File: src/hw/rtl/pcss_pkg.sv
// ----------------------------------------------------------------------------
// pcss_pkg
// Shared types and constants for the per-channel sample statistics block.
// ----------------------------------------------------------------------------
package pcss_pkg;

  localparam int NUM_CHANNELS_DEF = 2;
  localparam int MAX_SAMPLES      = 65536;

  localparam int WORD_W = 16;
  localparam int VAL_W  = 12;
  localparam int CNT_W  = 17;
  localparam int SUM_W  = 29;
  localparam int STEP_W = 4;

  localparam int CH_LSB = 12;
  localparam int CH_MSB = 14;

  localparam int CNT_FIELD_MAX = (1 << CNT_W) - 1;
  localparam logic [CNT_W-1:0] CNT_LIMIT =
    CNT_W'((MAX_SAMPLES < CNT_FIELD_MAX) ? MAX_SAMPLES : CNT_FIELD_MAX);
  localparam logic [SUM_W-1:0] SUM_MAX = {SUM_W{1'b1}};
  localparam logic [VAL_W-1:0] VAL_MAX = {VAL_W{1'b1}};

  typedef enum logic [1:0] {
    S_IDLE,
    S_LOAD,
    S_DIV,
    S_OUT
  } state_t;

  typedef struct packed {
    logic acc;
    logic div_load;
    logic div_step;
    logic next_ch;
    logic clear;
  } cmd_t;

  typedef struct packed {
    logic div_done;
    logic last_ch;
  } sts_t;

endpackage

File: src/hw/rtl/pcss_ctrl.sv
// ----------------------------------------------------------------------------
// pcss_ctrl
// Sequencer: accepts sample beats, then runs one divide and one result beat
// per channel, then clears the statistics.
// ----------------------------------------------------------------------------
module pcss_ctrl (
  input  logic            clk,
  input  logic            rst_n,
  input  logic            in_valid,
  input  logic            in_last_sample,
  output logic            in_stall,
  output logic            out_valid,
  input  logic            out_stall,
  input  pcss_pkg::sts_t  sts,
  output pcss_pkg::cmd_t  cmd
);
  import pcss_pkg::*;

  state_t state_r;
  state_t state_nxt;

  always_ff @(posedge clk) begin
    if (!rst_n) begin
      state_r <= S_IDLE;
    end else begin
      state_r <= state_nxt;
    end
  end

  always_comb begin
    state_nxt = state_r;
    cmd       = '0;
    in_stall  = 1'b1;
    out_valid = 1'b0;
    case (state_r)
      S_IDLE: begin
        in_stall = 1'b0;
        cmd.acc  = in_valid;
        if (in_valid && in_last_sample) begin
          state_nxt = S_LOAD;
        end
      end
      S_LOAD: begin
        cmd.div_load = 1'b1;
        state_nxt    = S_DIV;
      end
      S_DIV: begin
        cmd.div_step = 1'b1;
        if (sts.div_done) begin
          state_nxt = S_OUT;
        end
      end
      S_OUT: begin
        out_valid = 1'b1;
        if (!out_stall) begin
          if (sts.last_ch) begin
            cmd.clear = 1'b1;
            state_nxt = S_IDLE;
          end else begin
            cmd.next_ch = 1'b1;
            state_nxt   = S_LOAD;
          end
        end
      end
      default: begin
        state_nxt = S_IDLE;
      end
    endcase
  end

endmodule

File: src/hw/rtl/pcss_dp.sv
// ----------------------------------------------------------------------------
// pcss_dp
// Datapath: per-channel count, sum, min and max registers, a radix-2
// restoring divider for the average and the result register.
// ----------------------------------------------------------------------------
module pcss_dp #(
  parameter int NUM_CHANNELS = pcss_pkg::NUM_CHANNELS_DEF
) (
  input  logic                          clk,
  input  logic                          rst_n,
  input  pcss_pkg::cmd_t                cmd,
  output pcss_pkg::sts_t                sts,
  input  logic [pcss_pkg::WORD_W-1:0]   in_sample_word,
  output logic                          out_channel,
  output logic [pcss_pkg::CNT_W-1:0]    out_sample_count,
  output logic [pcss_pkg::VAL_W-1:0]    out_min_value,
  output logic [pcss_pkg::VAL_W-1:0]    out_max_value,
  output logic [pcss_pkg::VAL_W-1:0]    out_average,
  output logic                          out_empty_res,
  output logic                          out_last
);
  import pcss_pkg::*;

  localparam int CH_W = (NUM_CHANNELS > 1) ? $clog2(NUM_CHANNELS) : 1;
  localparam logic [CH_W-1:0] LAST_CH = CH_W'(NUM_CHANNELS - 1);
  localparam int TAG_W = CH_MSB - CH_LSB + 1;

  logic [CNT_W-1:0] cnt_r   [NUM_CHANNELS];
  logic [CNT_W-1:0] cnt_nxt [NUM_CHANNELS];
  logic [SUM_W-1:0] sum_r   [NUM_CHANNELS];
  logic [SUM_W-1:0] sum_nxt [NUM_CHANNELS];
  logic [SUM_W:0]   sum_add [NUM_CHANNELS];
  logic [VAL_W-1:0] min_r   [NUM_CHANNELS];
  logic [VAL_W-1:0] min_nxt [NUM_CHANNELS];
  logic [VAL_W-1:0] max_r   [NUM_CHANNELS];
  logic [VAL_W-1:0] max_nxt [NUM_CHANNELS];

  logic [TAG_W-1:0] smp_ch;
  logic [VAL_W-1:0] smp_val;

  logic [CH_W-1:0]   idx_r;
  logic [CNT_W-1:0]  rem_r;
  logic [VAL_W-1:0]  dvd_r;
  logic              ovf_r;
  logic [STEP_W-1:0] step_r;

  logic [CNT_W-1:0]  cnt_sel;
  logic [SUM_W-1:0]  sum_sel;
  logic [CNT_W:0]    rem_sh;
  logic              fits;
  logic              empty;

  assign smp_ch  = in_sample_word[CH_MSB:CH_LSB];
  assign smp_val = in_sample_word[VAL_W-1:0];

  always_comb begin
    for (int k = 0; k < NUM_CHANNELS; k++) begin
      cnt_nxt[k] = cnt_r[k];
      sum_nxt[k] = sum_r[k];
      min_nxt[k] = min_r[k];
      max_nxt[k] = max_r[k];
      sum_add[k] = {1'b0, sum_r[k]} + (SUM_W + 1)'(smp_val);
      if (cmd.clear) begin
        cnt_nxt[k] = '0;
        sum_nxt[k] = '0;
        min_nxt[k] = VAL_MAX;
        max_nxt[k] = '0;
      end else if (cmd.acc && smp_ch == TAG_W'(k)) begin
        if (cnt_r[k] < CNT_LIMIT) begin
          cnt_nxt[k] = cnt_r[k] + CNT_W'(1);
        end
        if (sum_add[k] > {1'b0, SUM_MAX}) begin
          sum_nxt[k] = SUM_MAX;
        end else begin
          sum_nxt[k] = sum_add[k][SUM_W-1:0];
        end
        if (smp_val < min_r[k]) begin
          min_nxt[k] = smp_val;
        end
        if (smp_val > max_r[k]) begin
          max_nxt[k] = smp_val;
        end
      end
    end
  end

  always_ff @(posedge clk) begin
    if (!rst_n) begin
      for (int k = 0; k < NUM_CHANNELS; k++) begin
        cnt_r[k] <= '0;
        sum_r[k] <= '0;
        min_r[k] <= VAL_MAX;
        max_r[k] <= '0;
      end
    end else begin
      for (int k = 0; k < NUM_CHANNELS; k++) begin
        cnt_r[k] <= cnt_nxt[k];
        sum_r[k] <= sum_nxt[k];
        min_r[k] <= min_nxt[k];
        max_r[k] <= max_nxt[k];
      end
    end
  end

  // divider: high part of the sum seeds the remainder, low 12 bits shift in
  assign cnt_sel = cnt_r[idx_r];
  assign sum_sel = sum_r[idx_r];
  assign rem_sh  = {rem_r, dvd_r[VAL_W-1]};
  assign fits    = rem_sh >= {1'b0, cnt_sel};

  always_ff @(posedge clk) begin
    if (!rst_n) begin
      idx_r  <= '0;
      step_r <= '0;
    end else begin
      if (cmd.clear) begin
        idx_r <= '0;
      end else if (cmd.next_ch) begin
        idx_r <= idx_r + CH_W'(1);
      end
      if (cmd.div_load) begin
        step_r <= '0;
      end else if (cmd.div_step) begin
        step_r <= step_r + STEP_W'(1);
      end
    end
  end

  always_ff @(posedge clk) begin
    if (cmd.div_load) begin
      rem_r <= sum_sel[SUM_W-1:VAL_W];
      dvd_r <= sum_sel[VAL_W-1:0];
      ovf_r <= sum_sel[SUM_W-1:VAL_W] >= cnt_sel;
    end else if (cmd.div_step) begin
      if (fits) begin
        rem_r <= CNT_W'(rem_sh - {1'b0, cnt_sel});
      end else begin
        rem_r <= rem_sh[CNT_W-1:0];
      end
      dvd_r <= {dvd_r[VAL_W-2:0], fits};
    end
  end

  assign sts.div_done = step_r == STEP_W'(VAL_W - 1);
  assign sts.last_ch  = idx_r == LAST_CH;

  assign empty            = cnt_sel == '0;
  assign out_channel      = idx_r[0];
  assign out_sample_count = cnt_sel;
  assign out_min_value    = min_r[idx_r];
  assign out_max_value    = max_r[idx_r];
  assign out_empty_res    = empty;
  assign out_last         = sts.last_ch;
  assign out_average      = empty ? '0 : (ovf_r ? VAL_MAX : dvd_r);

endmodule

File: src/hw/rtl/per_channel_sample_statistics.sv
// ----------------------------------------------------------------------------
// per_channel_sample_statistics
// Running count, sum, min and max per ADC channel with an end-of-capture
// report of count, min, max and truncated average for every channel.
// ----------------------------------------------------------------------------
// Input channel: one tagged ADC word per beat (bits 14:12 channel, 11:0
// value). Words for channels at or above NUM_CHANNELS are dropped. Ordinary
// samples are taken at one per cycle; in_stall stays low while idle.
// A beat with in_last_sample set is accumulated and starts the report: the
// block raises in_stall and emits NUM_CHANNELS result beats in channel order.
// Each result takes a divider load and then a divide, one quotient bit
// per cycle from a shared restoring divider, so the first result is valid
// once that divide ends after the last sample is accepted, and each further
// result once its divide ends after the previous one is taken.
// out_stall holds the result beat steady; the block waits without limit.
// After the last result beat the statistics clear and input resumes.
// Reset (rst_n low, synchronous) clears all statistics and the sequencer.
// ----------------------------------------------------------------------------
module per_channel_sample_statistics #(
  parameter int NUM_CHANNELS = pcss_pkg::NUM_CHANNELS_DEF
) (
  input  logic                          clk,
  input  logic                          rst_n,
  input  logic                          in_valid,
  output logic                          in_stall,
  input  logic [pcss_pkg::WORD_W-1:0]   in_sample_word,
  input  logic                          in_last_sample,
  output logic                          out_valid,
  input  logic                          out_stall,
  output logic                          out_channel,
  output logic [pcss_pkg::CNT_W-1:0]    out_sample_count,
  output logic [pcss_pkg::VAL_W-1:0]    out_min_value,
  output logic [pcss_pkg::VAL_W-1:0]    out_max_value,
  output logic [pcss_pkg::VAL_W-1:0]    out_average,
  output logic                          out_empty_res,
  output logic                          out_last
);
  import pcss_pkg::*;

  cmd_t cmd;
  sts_t sts;

  pcss_ctrl u_ctrl (
    .clk            (clk),
    .rst_n          (rst_n),
    .in_valid       (in_valid),
    .in_last_sample (in_last_sample),
    .in_stall       (in_stall),
    .out_valid      (out_valid),
    .out_stall      (out_stall),
    .sts            (sts),
    .cmd            (cmd)
  );

  pcss_dp #(
    .NUM_CHANNELS (NUM_CHANNELS)
  ) u_dp (
    .clk              (clk),
    .rst_n            (rst_n),
    .cmd              (cmd),
    .sts              (sts),
    .in_sample_word   (in_sample_word),
    .out_channel      (out_channel),
    .out_sample_count (out_sample_count),
    .out_min_value    (out_min_value),
    .out_max_value    (out_max_value),
    .out_average      (out_average),
    .out_empty_res    (out_empty_res),
    .out_last         (out_last)
  );

endmodule
File: config.mk
export PLATFORM = sky130hd
export DESIGN_NAME = per_channel_sample_statistics
export DESIGN_NICKNAME = d
export VERILOG_FILES = /design/src/hw/rtl/pcss_pkg.sv /design/src/hw/rtl/pcss_ctrl.sv /design/src/hw/rtl/pcss_dp.sv /design/src/hw/rtl/per_channel_sample_statistics.sv
export SDC_FILE = /design/constraint.sdc
export NUM_CORES = 1
export LEC_CHECK = 0
export ABC_AREA = 1
export BUFFER_PORTS_ARGS = -buffer_cell sky130_fd_sc_hd__buf_4
export CORE_UTILIZATION = 35
export DETAILED_ROUTE_END_ITERATION = 12
export SYNTH_ARGS = -nofsm -noshare
export SYNTH_HDL_FRONTEND = slang
export SYNTH_SLANG_ARGS = --single-unit
export TNS_END_PERCENT = 50
File: constraint.sdc
create_clock -name clk -period 4.7 [get_ports clk]
set_clock_uncertainty 0.05 [all_clocks]
set_input_delay 0 -clock clk [delete_from_list [all_inputs] [get_ports clk]]
set_output_delay 0 -clock clk [all_outputs]
set_load 0.01 [all_outputs]
==> results.cfg, run 1 <==
[synth]
syn_area_um2 = 13200
yosysWarnings = 0
ys.flop_type = sky130_fd_sc_hd__dfxtp_1
synth-async-reset-ratio_pct = 0
yosysTopAreaCellShare_pct = 22.4
syn_nets = 2160
synth.yosys.seq_area_share_pct = 29.2
top_cells_by_area_in_the_synthesized_netlist = sky130_fd_sc_hd__dfxtp_1 22%, sky130_fd_sc_hd__nand2_1 16%, sky130_fd_sc_hd__ha_1 11%
postSynthAreaPerCell_um2 = 6.53
ys_ff_latch = 178
netlist_instances = 2024
yosysTopAreaCell = sky130_fd_sc_hd__dfxtp_1
yosysUniqueCellTypes = 48
number_of_synthesized_flops_with_an_enable_pin = 30

[drt]
drt-wirelength-per-cell_um = 15.4
drc = 0
wl_mm = 39.9
firstDrtPassIters = 5
antenna_violating_nets_post_route = 0
initial_detailed_routing_violation_count = 982
number_of_vias_per_cell_after_detailed_routing = 5.16
num_vias = 13400

[timing]
worst_hold_slack_ns = 0.172
finalSetupViolations = 0
unrepaired_setup_endpoints_after_global_routing = false
worst_pin_slew_ns = 0.974
final_critical_path_setup_slack_ns = 1.20
final-max-slew-violation-count = 0
final_worst_path_cycle_share_pct = 74.5
timing.final.crit_period_ns = 3.50
fin_tns_setup_ns = 0
clock.fmax_ghz = 0.286
max_slew_margin_pct = 34.8
timing.final.hold_violations = 0

[status]
outcome = finished, final reports clean

[global_route]
grt_antenna_before_repair = 0
grt_util_met3_pct = 3.51
grt_overflow = 0
first_global_vias = 12500
grt_start_max_net_pins = 83
global_route.usage.met2_pct = 35.9
global_route_wire_length_before_repair_mm = 64.0
global_route.usage.met1_pct = 26.8
gr-max-usage-layer = met2
groute.usage.overall_pct = 20.9

[clock_tree]
worst_setup_hold_path_clk_slew_ns = 0.08
post_cts_resize_count = 0
cts_tree = built
post_cts_hold_buffer_count = 16
numCtsBuffers = 17
number_of_sinks_on_the_clock_net = 178
worstSkewPairLatency_ns = 0.46
post_cts_buffers = 0
cts_htree_levels = 4
clockBufferDepth = 2
ctsRootBufferMaster = sky130_fd_sc_hd__clkbuf_16

[worst_setup_path]
timing.critical_path.arrival_ns = 3.66
list_of_cells_traversed_by_the_critical_path = inv_2, buf_4, or2_1, o21ai_0, ha_1, nand2_1, nor2_1, nand2_1, inv_1, nand3_2, nand4_4, nand2_1, nand3_1, nand2_1
critPathLaunchType = flop
cpMaxStageDelayCell = sky130_fd_sc_hd__dfxtp_4
timing.setup.critical_path_class = flop to flop
rr_worst_depth = 14
crit_path_end_kind = flop
worst_path_largest_cell_delay_ns = 0.57
critical_path.most_common_cell = sky130_fd_sc_hd__nand2_1
path_max_fanout = 33
worst-endpoint-required_ns = 4.86

[layout]
area_delta_synth_final_pct = 13.2
num-nets-final = 2215
num-fill-cells = 3912
stdcell_count = 2596
num_antenna_cells = 0
final_layout_size_suffix_gt1_share_pct = 7.07
fin_util_pct = 40.6

[placed_design]
placement.io_buffers = 77
placement.setup.worst_slack_ns = 1.23
dp.final_hpwl_mm = 29.6
dp_cells = 2548
gpl.final_weighted_congestion = 0.894

[run]
max_cap_violations = 0

[die]
floorplan.die.height_um = 196
pin_count = 79
total_core_area_um2 = 36900
fp-row-count = 70
floorplan.die.width_um = 196
design.die.area_um2 = 38600
initial_core_util_pct = 35.9

[worst_hold_path]
hold_path_depth = 5
min_path_type = input pin to flop
hold_start = in_sample_word[13]

[pwr]
power.density_cell_area_nw_per_um2 = 410
max-vdd-ir-drop_mv = 0.328
total_leakage_power_uw = 0.00705
## state kept, by name (all words and copies together) (netlist names), named ones only
signal	count
u_dp.max_r	24
u_dp.step_r	4
u_dp.out_channel	1
u_dp.dvd_r	12
u_dp.min_r	24
u_dp.sum_r	58
u_dp.rem_r	17
u_dp.ovf_r	1
u_ctrl.state_r	2
u_dp.cnt_r	34
## worst paths after layout
check                endpoint  slack [ns]
max            u_dp.rem_r[11]        1.20
min          u_dp.sum_r[1][0]        0.17
max reg2reg    u_dp.rem_r[11]        1.20
min reg2reg  u_dp.min_r[0][6]        0.41
## metrics by stage
| step | cell area (um^2) | power (uW) |
|---|---|---|
| final | 15000 | 6140 |
| after global routing | 15000 | 6560 |
| after CTS | 15000 | 6140 |
| after detailed placement | 14200 | 4600 |
| after global placement | 14200 | 4570 |
| after floorplan | 13200 | 3800 |
## cell families after synthesis
group / Yosys count / synth area share (%)
AO/OA/AOI/OAI: 342 / 13.8
buffers and inverters: 366 / 10.9
AND/OR/NAND/NOR: 1003 / 33.8
XOR/XNOR: 20 / 1.32
flip-flops: 178 / 29.2
adder cells (fa/ha/maj): 115 / 11.1
## cell usage in the layout, fill, tap and decap left out, types with 8 or more instances in the layout
cell	n
sky130_fd_sc_hd__nand4_1	76
sky130_fd_sc_hd__dlygate4sd3_1	16
sky130_fd_sc_hd__edfxtp_1	30
sky130_fd_sc_hd__o211ai_1	10
sky130_fd_sc_hd__nand3b_1	15
sky130_fd_sc_hd__o22ai_1	9
sky130_fd_sc_hd__buf_4	85
sky130_fd_sc_hd__o21a_1	9
sky130_fd_sc_hd__ha_1	112
sky130_fd_sc_hd__o21ai_1	8
sky130_fd_sc_hd__xnor2_1	15
sky130_fd_sc_hd__nand3_1	157
sky130_fd_sc_hd__nor2_1	115
sky130_fd_sc_hd__nor4_1	8
sky130_fd_sc_hd__a31oi_1	9
sky130_fd_sc_hd__clkbuf_16	19
sky130_fd_sc_hd__o21ai_0	123
sky130_fd_sc_hd__dfxtp_1	147
sky130_fd_sc_hd__a21oi_1	160
sky130_fd_sc_hd__nand2_1	558
sky130_fd_sc_hd__inv_1	296
sky130_fd_sc_hd__nor3_1	34
## power breakdown
group | total, uW | switching (uW) | internal, uW
Sequential | 1990 | 109 | 1890
Clock | 1510 | 654 | 852
Combinational | 2640 | 1710 | 929
Total | 6140 | 2470 | 3670
## routing by layer
layer | wire (um) | vias up | part of all wire (%)
met1 | 18200 | 6176 | 46
met5 | 0 | - | 0
met4 | 722 | 0 | 1.8
met3 | 2180 | 42 | 5.5
met2 | 18800 | 367 | 47
li1 | - | 6803 | -
## worst max-delay path: cells and delay by family (launching register included)
kind                       cells  cell delay [ns]
buffers and inverters          3             0.37
DFF                            1             0.57
AOI/OAI and AO/OA              1             0.27
adders and majority gates      1             0.30
and+or+nand+nor                9             1.66
## area by class of cell
class	count	area [um^2]	area share (%)
tap	504	631	4.21
multi-input combinational	1480	7930	53.0
inverter	301	1130	7.55
sequential	178	3870	25.8
timing repair buffer	101	798	5.33
clock buffer	26	542	3.62
clock inverter	6	63.8	0.426
## synthesized netlist by cell type (4+ instances only)
master / instances
sky130_fd_sc_hd__o21ai_1: 8
sky130_fd_sc_hd__xnor2_1: 15
sky130_fd_sc_hd__buf_2: 14
sky130_fd_sc_hd__nand3_1: 157
sky130_fd_sc_hd__dfxtp_1: 148
sky130_fd_sc_hd__nand2_1: 558
sky130_fd_sc_hd__buf_4: 6
sky130_fd_sc_hd__o21ai_0: 124
sky130_fd_sc_hd__buf_1: 5
sky130_fd_sc_hd__a21oi_2: 4
sky130_fd_sc_hd__and3_1: 4
sky130_fd_sc_hd__xor2_1: 5
sky130_fd_sc_hd__a21oi_1: 160
sky130_fd_sc_hd__nor2_1: 115
sky130_fd_sc_hd__nand3b_1: 15
sky130_fd_sc_hd__edfxtp_1: 30
sky130_fd_sc_hd__nor2_2: 6
sky130_fd_sc_hd__or2_2: 4
sky130_fd_sc_hd__nor4_1: 8
sky130_fd_sc_hd__o21a_1: 9
sky130_fd_sc_hd__o21bai_1: 5
sky130_fd_sc_hd__ha_1: 112
sky130_fd_sc_hd__inv_1: 297
sky130_fd_sc_hd__clkbuf_1: 37
sky130_fd_sc_hd__o22ai_1: 9
sky130_fd_sc_hd__nand3_2: 5
sky130_fd_sc_hd__nand4_1: 76
sky130_fd_sc_hd__nor3b_1: 4
sky130_fd_sc_hd__nor3_1: 34
sky130_fd_sc_hd__o211ai_1: 10
sky130_fd_sc_hd__a31oi_1: 9
Note: power is estimated with default switching activity, not from simulation.
==> run 2, diff against run 1 <==
Clock period 4.7 ns to 3.09 ns, I/O delays scaled along.
==> run 2 against run 1 <==
Worst hold slack improved by 0.014 ns; setup slack worse by 0.99 ns; utilization rose by 0.61 points; combinational power rose by 57%; critical path depth stayed put; non-clock buffer count up 29; clock power increased by 45%; register-to-register slack got worse by 0.99 ns; cell count up 1.1%; via count is 0.21% lower; cell area is 1.5% higher; sequential share of layout area fell by 0.38 points; largest cell class unchanged.
==> results.cfg, run 2 (synthesized netlist as in run 1, its figures left out) <==
[worst_setup_path]
timing.critical_path.arrival_ns = 3.02
critPathLaunchType = flop
path_max_fanout = 14
worst-endpoint-required_ns = 3.23
timing.setup.critical_path_class = flop to flop
crit_path_end_kind = flop

[clock_tree]
ctsRootBufferMaster = sky130_fd_sc_hd__clkbuf_16
post_cts_buffers = 0
worstSkewPairLatency_ns = 0.45
clockBufferDepth = 2
numCtsBuffers = 17
cts_tree = built
worst_setup_hold_path_clk_slew_ns = 0.07
number_of_sinks_on_the_clock_net = 178
cts_htree_levels = 4

[drt]
firstDrtPassIters = 5
drc = 0
drt-wirelength-per-cell_um = 15.2
antenna_violating_nets_post_route = 0
wl_mm = 39.9
number_of_vias_per_cell_after_detailed_routing = 5.09
initial_detailed_routing_violation_count = 861
num_vias = 13400

[die]
pin_count = 79
total_core_area_um2 = 36900
floorplan.die.width_um = 196
floorplan.die.height_um = 196
fp-row-count = 70
initial_core_util_pct = 35.9
design.die.area_um2 = 38600

[global_route]
global_route.usage.met2_pct = 35.6
grt_antenna_before_repair = 0
grt_overflow = 0
global_route_wire_length_before_repair_mm = 65.0
gr-max-usage-layer = met2
grt_start_max_net_pins = 83
first_global_vias = 12700
grt_util_met3_pct = 2.99
groute.usage.overall_pct = 21.1
global_route.usage.met1_pct = 27.4

[run]
max_cap_violations = 0

[timing]
timing.final.hold_violations = 0
final-max-slew-violation-count = 0
final_critical_path_setup_slack_ns = 0.211
timing.final.crit_period_ns = 2.88
unrepaired_setup_endpoints_after_global_routing = false
worst_pin_slew_ns = 0.968
max_slew_margin_pct = 35.2
fin_tns_setup_ns = 0
clock.fmax_ghz = 0.347
final_worst_path_cycle_share_pct = 93.2
finalSetupViolations = 0

[layout]
num_antenna_cells = 0
area_delta_synth_final_pct = 14.9
num-nets-final = 2244
mostFrequentLayoutCells = 558 x sky130_fd_sc_hd__nand2_1, 296 x sky130_fd_sc_hd__inv_1, 160 x sky130_fd_sc_hd__a21oi_1, 157 x sky130_fd_sc_hd__nand3_1, 147 x sky130_fd_sc_hd__dfxtp_1
registers.top_by_ff_count = u_dp.sum_r
final_layout_size_suffix_gt1_share_pct = 8.49
fin_util_pct = 41.2
largest_reg_flops = 58
num-fill-cells = 3914
layout.cells.most_common = sky130_fd_sc_hd__nand2_1
layout_top_registers = u_dp.sum_r: 58 flops, u_dp.cnt_r: 34 flops

[placed_design]
gpl.final_weighted_congestion = 0.915
dp.final_hpwl_mm = 30.2
placement.io_buffers = 77
placement.setup.worst_slack_ns = 0.220

[pwr]
power.density_cell_area_nw_per_um2 = 616
max-vdd-ir-drop_mv = 0.417
total_leakage_power_uw = 0.00718

[status]
outcome = finished, final reports clean

[worst_hold_path]
min_path_type = input pin to flop
==> run 2: cell count changes in the layout (fill, tap and decap cells not counted), moves of 2 or more <==
| cell | previous run | this run |
|---|---|---|
| sky130_fd_sc_hd__buf_12 | 0 | 3 |
| sky130_fd_sc_hd__buf_4 | 85 | 111 |
| sky130_fd_sc_hd__clkbuf_1 | 3 | 1 |
| sky130_fd_sc_hd__clkbuf_8 | 4 | 0 |
| sky130_fd_sc_hd__inv_6 | 0 | 6 |
| sky130_fd_sc_hd__o21a_1 | 9 | 7 |
| sky130_fd_sc_hd__o21a_2 | 0 | 2 |
==> run 2: per-stage QoR <==
step	instance area, um^2	hold WS (ns)	std cells	power, uW
floorplan	13200	0.0818	2024	5780
global placement	14500	0.246	2577	7070
detailed placement	14500	0.251	2577	7120
CTS	15200	0.157	2624	9380
global route	15200	0.192	2624	10000
finish	15200	0.186	2624	9350
==> run 2: path summary, 6_finish.rpt <==
check	from	to	slack, ns	cells past startpoint
worst max-delay path	flop	u_dp.rem_r[8]	0.21	14
worst min register to register	u_dp.min_r[0][6]	u_dp.min_r[0][6]	0.41	2
worst min-delay path	in_sample_word[13]	u_dp.sum_r[1][0]	0.19	6
worst max register to register	flop	u_dp.rem_r[8]	0.21	14
==> run 2: per-layer routing <==
layer	up-vias	share of wire (%)
met5	-	0
met4	0	3.1
met3	60	4.7
met2	358	46
met1	6086	47
li1	6856	-
==> run 2: where the power goes <==
part / total [uW] / switching [uW] / internal, uW
registers: 3020 / 155 / 2870
logic: 4140 / 2630 / 1510
clock network: 2190 / 1020 / 1170
total: 9350 / 3800 / 5550
==> run 2: layout make-up <==
| cell class | instances | area [um^2] | share of cell area, % |
|---|---|---|---|
| clock buffers | 19 | 454 | 2.99 |
| clock inverters | 12 | 119 | 0.782 |
| inverters | 301 | 1130 | 7.44 |
| multi-input cells | 1480 | 7940 | 52.2 |
| flip-flops and latches | 178 | 3870 | 25.5 |
| well taps | 504 | 631 | 4.15 |
| repair buffers | 130 | 1050 | 6.94 |
==> run 2: what timing repair did <==
item | CTS | global route
hold endpoints to repair | 55 | 0
gates resized for setup | 0 | 3
hold buffers | 16 | 0
setup endpoints to repair | 0 | 2
==> run 2: critical path, cell delays in order (launching register included) <==
cell and delay [ns]:
sky130_fd_sc_hd__dfxtp_4 0.38, sky130_fd_sc_hd__inv_2 0.05, sky130_fd_sc_hd__or2_2 0.26, sky130_fd_sc_hd__o21a_1 0.12, sky130_fd_sc_hd__inv_1 0.23, sky130_fd_sc_hd__ha_1 0.34
sky130_fd_sc_hd__a21oi_1 0.22, sky130_fd_sc_hd__o21ai_0 0.14, sky130_fd_sc_hd__nand2_1 0.08, sky130_fd_sc_hd__nand2_1 0.07, sky130_fd_sc_hd__a21oi_2 0.25, sky130_fd_sc_hd__buf_12 0.18
sky130_fd_sc_hd__nand4_1 0.10, sky130_fd_sc_hd__nand3_1 0.09, sky130_fd_sc_hd__nand2_1 0.06
